==> src/rtl/bmm_pkg.sv <==
// Package for the batched matrix multiply block.
// Holds the dimension widths, register indexes, controller states and chain control type.
// No dependencies.
package bmm_pkg;

  localparam int DIM_W = 4;
  localparam int IDX_W = 3;
  localparam int CNT_W = 7;
  localparam int CFG_ADDR_W = 2;

  typedef enum logic [CFG_ADDR_W-1:0] {
    REG_ROWS_A     = 2'd0,
    REG_INNER_SIZE = 2'd1,
    REG_COLS_B     = 2'd2
  } cfg_reg_e;

  typedef enum logic [3:0] {
    ST_IDLE  = 4'b0001,
    ST_MAC   = 4'b0010,
    ST_FLUSH = 4'b0100,
    ST_OUT   = 4'b1000
  } state_e;

  typedef struct packed {
    logic             valid;
    logic [IDX_W-1:0] col;
  } chain_ctrl_t;

endpackage

==> src/rtl/bmm_ram.sv <==
// Generic single-write, single-read RAM with registered read data.
// Used for the A and B element stores; no dependencies.
module bmm_ram #(
  parameter int WIDTH = 16,
  parameter int DEPTH = 64
) (
  input  logic                                     clk_i,
  input  logic                                     we_i,
  input  logic [((DEPTH > 1) ? $clog2(DEPTH) : 1)-1:0] waddr_i,
  input  logic [WIDTH-1:0]                         wdata_i,
  input  logic                                     re_i,
  input  logic [((DEPTH > 1) ? $clog2(DEPTH) : 1)-1:0] raddr_i,
  output logic [WIDTH-1:0]                         rdata_o
);

  logic [WIDTH-1:0] mem_q [DEPTH];
  logic [WIDTH-1:0] rdata_q;

  always_ff @(posedge clk_i) begin
    if (we_i) begin
      mem_q[waddr_i] <= wdata_i;
    end
    if (re_i) begin
      rdata_q <= mem_q[raddr_i];
    end
  end

  assign rdata_o = rdata_q;

endmodule

==> src/rtl/bmm_mac_cell.sv <==
// One multiply-accumulate cell of the column chain.
// Passes operands to its neighbor every cycle; accumulates those tagged with its column.
// Depends on bmm_pkg.
module bmm_mac_cell #(
  parameter int DATA_WIDTH = 16,
  parameter int COL        = 0
) (
  input  logic                    clk_i,
  input  logic                    rst_ni,
  input  logic                    clr_i,
  input  bmm_pkg::chain_ctrl_t    ctrl_i,
  input  logic [DATA_WIDTH-1:0]   a_i,
  input  logic [DATA_WIDTH-1:0]   b_i,
  output bmm_pkg::chain_ctrl_t    ctrl_o,
  output logic [DATA_WIDTH-1:0]   a_o,
  output logic [DATA_WIDTH-1:0]   b_o,
  output logic [DATA_WIDTH-1:0]   acc_o
);
  import bmm_pkg::*;

  localparam logic [IDX_W-1:0] ColIdx = IDX_W'(COL);

  chain_ctrl_t             ctrl_q;
  logic [DATA_WIDTH-1:0]   a_q, b_q;
  logic [DATA_WIDTH-1:0]   prod;
  logic [DATA_WIDTH-1:0]   prod_q;
  logic                    prod_vld_q;
  logic [DATA_WIDTH-1:0]   acc_q, acc_d;
  logic                    hit;

  assign hit  = ctrl_i.valid && (ctrl_i.col == ColIdx);
  assign prod = a_i * b_i;

  always_comb begin
    acc_d = acc_q;
    if (clr_i) begin
      acc_d = '0;
    end else if (prod_vld_q) begin
      acc_d = acc_q + prod_q;
    end
  end

  always_ff @(posedge clk_i or negedge rst_ni) begin
    if (!rst_ni) begin
      ctrl_q     <= '0;
      prod_vld_q <= 1'b0;
    end else begin
      ctrl_q     <= ctrl_i;
      prod_vld_q <= hit;
    end
  end

  always_ff @(posedge clk_i) begin
    a_q    <= a_i;
    b_q    <= b_i;
    prod_q <= prod;
    acc_q  <= acc_d;
  end

  assign ctrl_o = ctrl_q;
  assign a_o    = a_q;
  assign b_o    = b_q;
  assign acc_o  = acc_q;

endmodule

==> src/rtl/batched_matrix_multiply_top.sv <==
// Top level of the batched matrix multiply block: load control, A/B stores, MAC cell chain.
// Depends on bmm_pkg, bmm_ram and bmm_mac_cell.
//
//   channel   handshake                  payload
//   input     in_valid_i / in_stall_o    req_type_i, element_value_i
//   output    out_valid_o / out_stall_i  out_row_o, out_col_o, result_value_o, last_o
//   config    cfg_we_i                   cfg_addr_i, cfg_wdata_i
//
// Loading takes one item per cycle while the input is not stalled; an item that leaves A or B
// incomplete gives no result. The completing item starts the product, row by row: MAC issue of
// all inner_size*cols_b terms, one read each from the single read port of the B store, then a
// flush through the chain, then cols_b outputs. Input stalls until the last result is in the
// output register. Reset clears load counts and sets all dimensions to 8; the stores are not
// cleared. Output stalls hold the result in place and stretch the output phase.
module batched_matrix_multiply_top #(
  parameter int MAX_DIM    = 8,
  parameter int DATA_WIDTH = 16
) (
  input  logic                             clk_i,
  input  logic                             rst_ni,
  input  logic                             cfg_we_i,
  input  logic [bmm_pkg::CFG_ADDR_W-1:0]   cfg_addr_i,
  input  logic [bmm_pkg::DIM_W-1:0]        cfg_wdata_i,
  input  logic                             in_valid_i,
  output logic                             in_stall_o,
  input  logic                             req_type_i,
  input  logic signed [DATA_WIDTH-1:0]     element_value_i,
  output logic                             out_valid_o,
  input  logic                             out_stall_i,
  output logic [bmm_pkg::IDX_W-1:0]        out_row_o,
  output logic [bmm_pkg::IDX_W-1:0]        out_col_o,
  output logic signed [DATA_WIDTH-1:0]     result_value_o,
  output logic                             last_o
);
  import bmm_pkg::*;

  localparam int Depth   = MAX_DIM * MAX_DIM;
  localparam int AddrW   = (Depth > 1) ? $clog2(Depth) : 1;
  localparam int SelW    = (MAX_DIM > 1) ? $clog2(MAX_DIM) : 1;
  localparam int FlushN  = MAX_DIM + 3;
  localparam int FlW     = $clog2(FlushN + 1);
  localparam logic [DIM_W-1:0] MaxDim = DIM_W'(MAX_DIM);

  state_e state_q, state_d;

  logic [DIM_W-1:0] rows_q, inner_q, cols_q;
  logic [DIM_W-1:0] nr, nk, nc;
  logic [2*DIM_W-1:0] na, nb;

  logic [CNT_W-1:0] a_cnt_q, a_cnt_d, b_cnt_q, b_cnt_d;
  logic [IDX_W-1:0] row_q, row_d, k_q, k_d, j_q, j_d, oc_q, oc_d;
  logic [CNT_W-1:0] a_base_q, a_base_d, b_addr_q, b_addr_d, a_raddr;
  logic [FlW-1:0]   fl_q, fl_d;

  logic accept, a_we, b_we, fire, clr, issue, load_out;
  logic j_end, k_end, row_end, col_end;

  chain_ctrl_t issue_ctrl, issue_q;
  chain_ctrl_t           ctrl_c [MAX_DIM];
  logic [DATA_WIDTH-1:0] a_c    [MAX_DIM];
  logic [DATA_WIDTH-1:0] b_c    [MAX_DIM];
  logic [DATA_WIDTH-1:0] acc_c  [MAX_DIM];

  logic                  out_valid_q, out_valid_d;
  logic [IDX_W-1:0]      out_row_q, out_col_q;
  logic [DATA_WIDTH-1:0] out_val_q;
  logic                  out_last_q;

  function automatic logic [DIM_W-1:0] clamp_dim(input logic [DIM_W-1:0] v);
    logic [DIM_W-1:0] r;
    r = v;
    if (v == '0) begin
      r = DIM_W'(1);
    end else if (v > MaxDim) begin
      r = MaxDim;
    end
    return r;
  endfunction

  always_ff @(posedge clk_i or negedge rst_ni) begin
    if (!rst_ni) begin
      rows_q  <= DIM_W'(8);
      inner_q <= DIM_W'(8);
      cols_q  <= DIM_W'(8);
    end else if (cfg_we_i) begin
      unique case (cfg_addr_i)
        REG_ROWS_A:     rows_q  <= cfg_wdata_i;
        REG_INNER_SIZE: inner_q <= cfg_wdata_i;
        REG_COLS_B:     cols_q  <= cfg_wdata_i;
        default: ;
      endcase
    end
  end

  assign nr = clamp_dim(rows_q);
  assign nk = clamp_dim(inner_q);
  assign nc = clamp_dim(cols_q);
  assign na = (2*DIM_W)'(nr) * (2*DIM_W)'(nk);
  assign nb = (2*DIM_W)'(nk) * (2*DIM_W)'(nc);

  assign in_stall_o = (state_q != ST_IDLE);
  assign accept     = in_valid_i && !in_stall_o;
  assign a_we       = accept && !req_type_i && ({1'b0, a_cnt_q} < na);
  assign b_we       = accept &&  req_type_i && ({1'b0, b_cnt_q} < nb);
  assign a_cnt_d    = a_we ? a_cnt_q + CNT_W'(1) : a_cnt_q;
  assign b_cnt_d    = b_we ? b_cnt_q + CNT_W'(1) : b_cnt_q;
  assign fire       = accept && ({1'b0, a_cnt_d} >= na) && ({1'b0, b_cnt_d} >= nb);

  assign j_end   = ({1'b0, j_q}  == nc - DIM_W'(1));
  assign k_end   = ({1'b0, k_q}  == nk - DIM_W'(1));
  assign row_end = ({1'b0, row_q} == nr - DIM_W'(1));
  assign col_end = ({1'b0, oc_q} == nc - DIM_W'(1));

  assign issue    = (state_q == ST_MAC);
  assign a_raddr  = a_base_q + CNT_W'(k_q);
  assign load_out = (state_q == ST_OUT) && (!out_valid_q || !out_stall_i);

  always_comb begin
    state_d  = state_q;
    row_d    = row_q;
    k_d      = k_q;
    j_d      = j_q;
    oc_d     = oc_q;
    a_base_d = a_base_q;
    b_addr_d = b_addr_q;
    fl_d     = fl_q;
    clr      = 1'b0;
    unique case (state_q)
      ST_IDLE: begin
        if (fire) begin
          state_d  = ST_MAC;
          row_d    = '0;
          k_d      = '0;
          j_d      = '0;
          a_base_d = '0;
          b_addr_d = '0;
          clr      = 1'b1;
        end
      end
      ST_MAC: begin
        b_addr_d = b_addr_q + CNT_W'(1);
        if (j_end) begin
          j_d = '0;
          if (k_end) begin
            k_d     = '0;
            fl_d    = '0;
            state_d = ST_FLUSH;
          end else begin
            k_d = k_q + IDX_W'(1);
          end
        end else begin
          j_d = j_q + IDX_W'(1);
        end
      end
      ST_FLUSH: begin
        fl_d = fl_q + FlW'(1);
        if (fl_q == FlW'(FlushN - 1)) begin
          oc_d    = '0;
          state_d = ST_OUT;
        end
      end
      ST_OUT: begin
        if (load_out) begin
          if (col_end) begin
            if (row_end) begin
              state_d = ST_IDLE;
            end else begin
              row_d    = row_q + IDX_W'(1);
              a_base_d = a_base_q + CNT_W'(nk);
              b_addr_d = '0;
              clr      = 1'b1;
              state_d  = ST_MAC;
            end
          end else begin
            oc_d = oc_q + IDX_W'(1);
          end
        end
      end
      default: state_d = ST_IDLE;
    endcase
  end

  always_ff @(posedge clk_i or negedge rst_ni) begin
    if (!rst_ni) begin
      state_q  <= ST_IDLE;
      a_cnt_q  <= '0;
      b_cnt_q  <= '0;
      row_q    <= '0;
      k_q      <= '0;
      j_q      <= '0;
      oc_q     <= '0;
      a_base_q <= '0;
      b_addr_q <= '0;
      fl_q     <= '0;
      issue_q  <= '0;
    end else begin
      state_q  <= state_d;
      a_cnt_q  <= fire ? '0 : a_cnt_d;
      b_cnt_q  <= fire ? '0 : b_cnt_d;
      row_q    <= row_d;
      k_q      <= k_d;
      j_q      <= j_d;
      oc_q     <= oc_d;
      a_base_q <= a_base_d;
      b_addr_q <= b_addr_d;
      fl_q     <= fl_d;
      issue_q  <= issue_ctrl;
    end
  end

  assign issue_ctrl.valid = issue;
  assign issue_ctrl.col   = j_q;

  bmm_ram #(.WIDTH(DATA_WIDTH), .DEPTH(Depth)) u_a_store (
    .clk_i   (clk_i),
    .we_i    (a_we),
    .waddr_i (a_cnt_q[AddrW-1:0]),
    .wdata_i (element_value_i),
    .re_i    (issue),
    .raddr_i (a_raddr[AddrW-1:0]),
    .rdata_o (a_c[0])
  );

  bmm_ram #(.WIDTH(DATA_WIDTH), .DEPTH(Depth)) u_b_store (
    .clk_i   (clk_i),
    .we_i    (b_we),
    .waddr_i (b_cnt_q[AddrW-1:0]),
    .wdata_i (element_value_i),
    .re_i    (issue),
    .raddr_i (b_addr_q[AddrW-1:0]),
    .rdata_o (b_c[0])
  );

  assign ctrl_c[0] = issue_q;

  for (genvar g = 0; g < MAX_DIM; g++) begin : g_cell
    if (g < MAX_DIM - 1) begin : g_mid
      bmm_mac_cell #(.DATA_WIDTH(DATA_WIDTH), .COL(g)) u_cell (
        .clk_i  (clk_i),
        .rst_ni (rst_ni),
        .clr_i  (clr),
        .ctrl_i (ctrl_c[g]),
        .a_i    (a_c[g]),
        .b_i    (b_c[g]),
        .ctrl_o (ctrl_c[g+1]),
        .a_o    (a_c[g+1]),
        .b_o    (b_c[g+1]),
        .acc_o  (acc_c[g])
      );
    end else begin : g_end
      bmm_mac_cell #(.DATA_WIDTH(DATA_WIDTH), .COL(g)) u_cell (
        .clk_i  (clk_i),
        .rst_ni (rst_ni),
        .clr_i  (clr),
        .ctrl_i (ctrl_c[g]),
        .a_i    (a_c[g]),
        .b_i    (b_c[g]),
        .ctrl_o (),
        .a_o    (),
        .b_o    (),
        .acc_o  (acc_c[g])
      );
    end
  end

  always_comb begin
    out_valid_d = out_valid_q && out_stall_i;
    if (load_out) begin
      out_valid_d = 1'b1;
    end
  end

  always_ff @(posedge clk_i or negedge rst_ni) begin
    if (!rst_ni) begin
      out_valid_q <= 1'b0;
    end else begin
      out_valid_q <= out_valid_d;
    end
  end

  always_ff @(posedge clk_i) begin
    if (load_out) begin
      out_row_q  <= row_q;
      out_col_q  <= oc_q;
      out_val_q  <= acc_c[oc_q[SelW-1:0]];
      out_last_q <= row_end && col_end;
    end
  end

  assign out_valid_o    = out_valid_q;
  assign out_row_o      = out_row_q;
  assign out_col_o      = out_col_q;
  assign result_value_o = out_val_q;
  assign last_o         = out_last_q;

endmodule

==> config.mk <==
export PLATFORM = sky130hd
export DESIGN_NAME = batched_matrix_multiply_top
export DESIGN_NICKNAME = d
export VERILOG_FILES = /design/src/rtl/bmm_pkg.sv /design/src/rtl/bmm_ram.sv /design/src/rtl/bmm_mac_cell.sv /design/src/rtl/batched_matrix_multiply_top.sv
export SDC_FILE = /design/constraint.sdc
export NUM_CORES = 2
export LEC_CHECK = 0
export CORE_ASPECT_RATIO = 1.75
export CORE_UTILIZATION = 60
export CTS_CLUSTER_DIAMETER = 200
export DETAILED_ROUTE_END_ITERATION = 12
export DONT_BUFFER_PORTS = 1
export PLACE_DENSITY = 0.76
export SLEW_MARGIN = 20
export SYNTH_ARGS = -nofsm -noshare
export SYNTH_HDL_FRONTEND = slang
export SYNTH_HIERARCHICAL = 1
export SYNTH_SLANG_ARGS = --single-unit
==> constraint.sdc <==
create_clock -name clk_i -period 11.55 [get_ports clk_i]
set_input_delay 2.8875 -clock clk_i [delete_from_list [all_inputs] [get_ports clk_i]]
set_output_delay 2.8875 -clock clk_i [all_outputs]
set_load 0.05 [all_outputs]
# ---- Yosys cells after proc, flatten, opt, wreduce, memory -nomap -nowiden
# Memories as Yosys holds them, arrays and structs flattened. A register that Yosys moved wholly into a read port is not among the register bits.
# Cells that the tools add are included.
dict set report word_totals {
  ram_bits 2048
  n_memories 2
  out_inout_bits 25
  reg_bits 604
  word_cells 241
}
dict set report op_classes {
  eq_ne 27
  n_addsub 21
  n_mux 57
  magnitude_cmp 8
  reduce_logical 43
  bitwise 1
  multipliers 10
}
# memory depth width rd rd_clocked_by_memory_dff wr line_no
set memory_table {}
lappend memory_table {u_a_store.mem_q 64 16 1 1 1 bmm_ram.sv:16} ;# logic [WIDTH-1:0] mem_q [DEPTH];
lappend memory_table {u_b_store.mem_q 64 16 1 1 1 bmm_ram.sv:16}
# cell n
set op_table {}
lappend op_table {{$add 16x16->16} 8}
lappend op_table {{$mul 16x16->16} 8}
lappend op_table {{$mux 7} 11}
lappend op_table {{$mux 4} 14}
lappend op_table {{$bmux 16 s3} 1}
lappend op_table {{$mux 16} 2}
lappend op_table {{$mux 3} 10}
lappend op_table {{$pmux 3 s2} 4}
lappend op_table {{$add 7x1->7 const B} 3}
lappend op_table {{$pmux 7 s3} 1}
lappend op_table {{$logic_and 1x1->1} 18}
lappend op_table {{$eq 3x4->1} 4}
lappend op_table {{$ge 7x8->1} 2}
lappend op_table {{$lt 7x8->1} 2}
lappend op_table {{$mul 4x4->8} 2}
lappend op_table {{$pmux 4 s4} 1}
lappend op_table {{$pmux 7 s2} 1}
lappend op_table {{$add 3x1->3 const B} 4}
lappend op_table {{$eq 3x3->1 const B} 4}
lappend op_table {{$gt 4x4->1 const B} 3}
lappend op_table {{$logic_not 4->1} 3}
lappend op_table {{$ne 2x2->1 const B} 6}
lappend op_table {{$sub 4x1->4 const B} 3}
lappend op_table {{$reduce_and 5->1} 2}
lappend op_table {{29 further kinds} 50}

# ---- Logic depth before layout (Yosys ltp)
dict set report logic_depth {
  word_depth 12
  depth_mapped 35
}

# ---- By module
# The synthesis kept the hierarchy.
# mod n_inst area_each_um2 cells_per_inst seq_area_each_um2
set modules_own_cells {}
lappend modules_own_cells {bmm_ram 2 40202.3 1829 31230.0}
lappend modules_own_cells {batched_matrix_multiply_top 1 6645.1 608 2272.2}
lappend modules_own_cells {{bmm_mac_cell (g_cell[7].g_end.u_cell)} 1 6475.0 685 1406.3}
lappend modules_own_cells {{bmm_mac_cell (g_cell[2].g_mid.u_cell)} 1 6387.4 684 1406.3}
lappend modules_own_cells {{bmm_mac_cell (g_cell[1].g_mid.u_cell)} 1 6304.8 665 1406.3}
lappend modules_own_cells {{bmm_mac_cell (g_cell[0].g_mid.u_cell)} 1 6303.5 665 1406.3}
lappend modules_own_cells {{bmm_mac_cell (g_cell[6].g_mid.u_cell)} 1 6286.0 674 1406.3}
lappend modules_own_cells {{bmm_mac_cell (g_cell[5].g_mid.u_cell)} 1 6283.5 659 1406.3}
lappend modules_own_cells {{bmm_mac_cell (g_cell[4].g_mid.u_cell)} 1 6271.0 660 1406.3}
lappend modules_own_cells {{bmm_mac_cell (g_cell[3].g_mid.u_cell)} 1 6259.8 659 1406.3}

# ---- Worst setup path before layout
# Ideal clock, no wire load.
dict set report synth_timing {
  path_kind {reg-to-reg}
  start {register inner_q[3]}
  end {register g_cell[6].g_mid.u_cell.acc_q[15]}
  slack_ns 4.612
  arrival_time_ns 6.874
  stages_incl_launch_ff 28
  setup_time_ns 0.064
  t_required_ns 11.486
  cell_sequence {dfstp_2 > inv_1 > or3_1 > fa_1 > inv_1 > fa_1 > inv_1 > fa_1 > inv_1 > a21o_1 > a21oi_1 > xor2_1 > ha_1 > a211o_1 > o32a_1 > buf_6 > or3b_4 > xnor2_2 > ha_1 > or3_1 > a221oi_1 > nor4_1 > and2_1 > nand2b_1 > buf_2 > or4b_1 > a211o_1 > nand4_1}
}
dict set report synth_between {
  elab_chain_cells 12
  word_cells_on_any_way 18
}
# element line_no
set synth_rtl {}
lappend synth_rtl {{start: declaration} batched_matrix_multiply_top.sv:46} ;# logic [DIM_W-1:0] rows_q, inner_q, cols_q;
lappend synth_rtl {{start signal: assignment} batched_matrix_multiply_top.sv:88} ;# REG_INNER_SIZE: inner_q <= cfg_wdata_i;
lappend synth_rtl {{$gt 4x4->1} batched_matrix_multiply_top.sv:74} ;# end else if (v > MaxDim) begin
lappend synth_rtl {{$mux 4} batched_matrix_multiply_top.sv:74}
lappend synth_rtl {{$mux 4 *} batched_matrix_multiply_top.sv:72} ;# if (v == '0) begin
lappend synth_rtl {{$mul 4x4->8} batched_matrix_multiply_top.sv:98} ;# assign na = (2*DIM_W)'(nr) * (2*DIM_W)'(nk);
lappend synth_rtl {{$lt 7x8->1} batched_matrix_multiply_top.sv:103} ;# assign a_we = accept && !req_type_i && ({1'b0, a_cnt_q} < na);
lappend synth_rtl {{$logic_and 1x1->1} batched_matrix_multiply_top.sv:103}
lappend synth_rtl {{$mux 7} batched_matrix_multiply_top.sv:105} ;# assign a_cnt_d = a_we ? a_cnt_q + CNT_W'(1) : a_cnt_q;
lappend synth_rtl {{$ge 7x8->1} batched_matrix_multiply_top.sv:107} ;# assign fire = accept && ({1'b0, a_cnt_d} >= na) && ({1'b0, b_cnt_d} >= nb);
lappend synth_rtl {{$logic_and 1x1->1} batched_matrix_multiply_top.sv:107}
lappend synth_rtl {{$logic_and 1x1->1 *} batched_matrix_multiply_top.sv:107}
lappend synth_rtl {{$mux 1 *} batched_matrix_multiply_top.sv:130} ;# if (fire) begin
lappend synth_rtl {{$pmux 1 s2 *} batched_matrix_multiply_top.sv:128} ;# unique case (state_q)
lappend synth_rtl {{via clr} batched_matrix_multiply_top.sv:55} ;# logic accept, a_we, b_we, fire, clr, issue, load_out;
lappend synth_rtl {{end signal: assignment} bmm_mac_cell.sv:57} ;# acc_q <= acc_d;
lappend synth_rtl {{end: declaration} bmm_mac_cell.sv:28} ;# logic [DATA_WIDTH-1:0] acc_q, acc_d;
# The timed path passes the listed nets; every way through them passes the cells marked *.
# A chain may end at the register's enable or synchronous reset.

# ---- Worst setup path in the final report
dict set report layout_timing {
  start {register inner_q[3]}
  end {register g_cell[4].g_mid.u_cell.acc_q[15]}
}
dict set report layout_between {
  word_cells_on_any_way 18
}
# element line_no
set layout_lines {}
lappend layout_lines {{$gt 4x4->1} batched_matrix_multiply_top.sv:74}
lappend layout_lines {{$mux 4} batched_matrix_multiply_top.sv:74}
lappend layout_lines {{$mux 4 *} batched_matrix_multiply_top.sv:72}
lappend layout_lines {{$mul 4x4->8 *} batched_matrix_multiply_top.sv:99} ;# assign nb = (2*DIM_W)'(nk) * (2*DIM_W)'(nc);
lappend layout_lines {{$lt 7x8->1 *} batched_matrix_multiply_top.sv:104} ;# assign b_we = accept && req_type_i && ({1'b0, b_cnt_q} < nb);
lappend layout_lines {{$logic_and 1x1->1 *} batched_matrix_multiply_top.sv:104}
lappend layout_lines {{via b_we} batched_matrix_multiply_top.sv:55}
lappend layout_lines {{$mux 7 *} batched_matrix_multiply_top.sv:106} ;# assign b_cnt_d = b_we ? b_cnt_q + CNT_W'(1) : b_cnt_q;
lappend layout_lines {{$ge 7x8->1 *} batched_matrix_multiply_top.sv:107}
lappend layout_lines {{$logic_and 1x1->1 *} batched_matrix_multiply_top.sv:107}
lappend layout_lines {{$mux 1 *} batched_matrix_multiply_top.sv:130}
lappend layout_lines {{$pmux 1 s2 *} batched_matrix_multiply_top.sv:128}
lappend layout_lines {{end signal: assignment} bmm_mac_cell.sv:57}
lappend layout_lines {{end: declaration} bmm_mac_cell.sv:28}
# Marks and branches as above.

==> impl_metrics.toml <==
[place]
dp_cells = 12422
preCtsSetupSlack_ps = 2830
finalWeightedCongestion = 0.968
dpl.hpwl_mm = 233
portBuffers = 0
placed_cell_area_um2 = 140000

[floorplan]
fp.dieW_um = 363
rows = 231
die_height_um = 634
io_pins = 53
initial_core_util = 0.604
coreArea_um2 = 227000
dieArea_um2 = 230000

[min_path]
holdPathStages = 0
hold_path.class = "flip-flop to flip-flop"
hold_end = "g_cell[3].g_mid.u_cell/b_o[15]"
hp-start = "g_cell[2].g_mid.u_cell/b_o[15]"

[timing]
grt_setup_unrepaired = "no"
post-route-period-util = 0.750
worst_slack_ps = 2880
finalSetupViolations = 0
post-route-min-period_ps = 8670
slew_headroom = 0.0683
fmax_mhz = 115
skew_ps = 93.4
tightest_slew_ps = 1390
fin_setup_tns_ps = 0
hold_violations = 0
drv_slew = 0

[detailed_routing]
drc = 0
vias = 79312
routed_wl_mm = 343
routedWlPerCell_um = 26.7
drt_iter0_drc = 7122
routed_via_density = 6.17
first_pass_iters = 6
ant_nets = 0

[global_routing]
overflow = 0
grt_use_total = 0.300
grt_pass1_wl_mm = 513
grt_max_degree = 129
antenna_found_initial = 10
grt_pass1_vias = 84179

[synth]
syn-cell-area_um2 = 137000
synthCells = 9581
syn_nets = 10848
syn_area_per_cell_um2 = 14.3
synth_warnings = 6

[layout]
final_common_cell = "edfxtp_1"
area_delta_synth_final_pct = 7.97
drive_gt1_frac = 0.126
final_cell_mix = "2103 x edfxtp_1, 988 x inv_1, 774 x nand2_1, 658 x fa_1, 580 x ha_1"
stdcell_count = 12846
finalNetCount = 10896
fillerInstances = 15895
seq_area_um2 = 75300
multi_input_area_um2 = 55900
fin_area_um2 = 148000

[cts]
ctsResizeCount = 0
ctsHoldBuffers = 0
cts_buffer_depth = 4
cts_setup_buffers = 0
htreeDepth = 4
cts.clk_slew.worst_paths_ps = 70
cts_buffers = 234
clock_latency_ps = 940
cts_tree = "yes"
cts.sinks = 2682
cts_root_buf = "clkbuf_16"

[status]
status = "complete, no violations"

[setup_path]
cp_slowest_cell = "nand2b_4"
reg2reg_depth = 31
regToRegSetupSlack_ps = 2880
endpoint_kind = "flip-flop"
startpoint = "inner_q[3]"
path_common_cell = "inv_1"
cp_slowest_stage_delay_ps = 720
timing.rr.end = "g_cell[4].g_mid.u_cell/acc_o[15]"
cp_max_fo = 84
worstSetupPathType = "flip-flop to flip-flop"
cp.arrival_ps = 9420
r2r-start = "inner_q[3]"
cp-start-kind = "flip-flop"
cp_data_required_time_ps = 12310

[flow_run]
drv_cap = 0
==> critical path, delay by kind of cell (launching register included) <==
kind,cells,cell delay [ps]
AOI/OAI and AO/OA,6,850
xor gates and xnor gates,1,230
adders and majority gates,5,2100
buffers and inverters,7,1400
DFF,1,400
muxes,2,720
and+or+nand+nor,10,2690
==> state kept, by name, summed over array words and instances (netlist names), 6 cells and up <==
signal	cells
u_b_store/mem_q	1024
g_cell.g_mid.u_cell/acc_o	112
a_cnt_q	7
u_a_store/rdata_o	16
g_cell.g_mid.u_cell/b_o	112
g_cell.g_mid.u_cell/ctrl_o	28
g_cell.g_mid.u_cell/a_o	112
a_base_q	6
g_cell.g_mid.u_cell/prod_q	112
g_cell.g_end.u_cell/prod_q	16
b_cnt_q	7
b_addr_q	6
u_b_store/rdata_o	16
g_cell.g_end.u_cell/acc_o	16
result_value_o	16
g_cell.g_mid.u_cell/prod_vld_q	7
u_a_store/mem_q	1024
==> how the worst max path moves through the flow <==
stage                                             endpoint  slack (ps)  cells after the start
final                     g_cell[4].g_mid.u_cell/acc_o[15]        2880                     31
after global routing      g_cell[4].g_mid.u_cell/acc_o[15]        2240                     31
after CTS                  g_cell[2].g_mid.u_cell/acc_o[1]        2760                     31
after detailed placement  g_cell[4].g_mid.u_cell/acc_o[15]        2830                     31
after global placement    g_cell[4].g_mid.u_cell/acc_o[15]        2850                     31
after floorplan           g_cell[6].g_mid.u_cell/acc_o[15]        4610                     27
==> layout make-up <==
type / instances / area share
multi-input cells: 5541 / 0.378
well taps: 3029 / 0.0256
repair buffers: 183 / 0.00947
clock inverters: 143 / 0.0102
clock buffers: 277 / 0.0419
diodes: 4 / 0.0000677
inverters: 987 / 0.0251
flip-flops and latches: 2682 / 0.509
==> stage by stage <==
step,hold slack (ps),utilization
2_1_floorplan,326,-
3_3_place_gp,340,0.618
3_5_place_dp,352,0.618
4_1_cts,365,0.652
5_1_grt,369,0.652
6_report,367,0.652
==> per-layer routing <==
metal,global-route usage,up-vias,share of wire
li1,-,34196,-
met1,0.333,40542,0.34
met2,0.536,3520,0.52
met4,0.196,8,0.075
met3,0.0423,1046,0.065
met5,0,-,0.00016
Power is left out: the tool's default activity adds up to more than one toggle a clock period on the data nets, which glitch-free logic cannot reach.
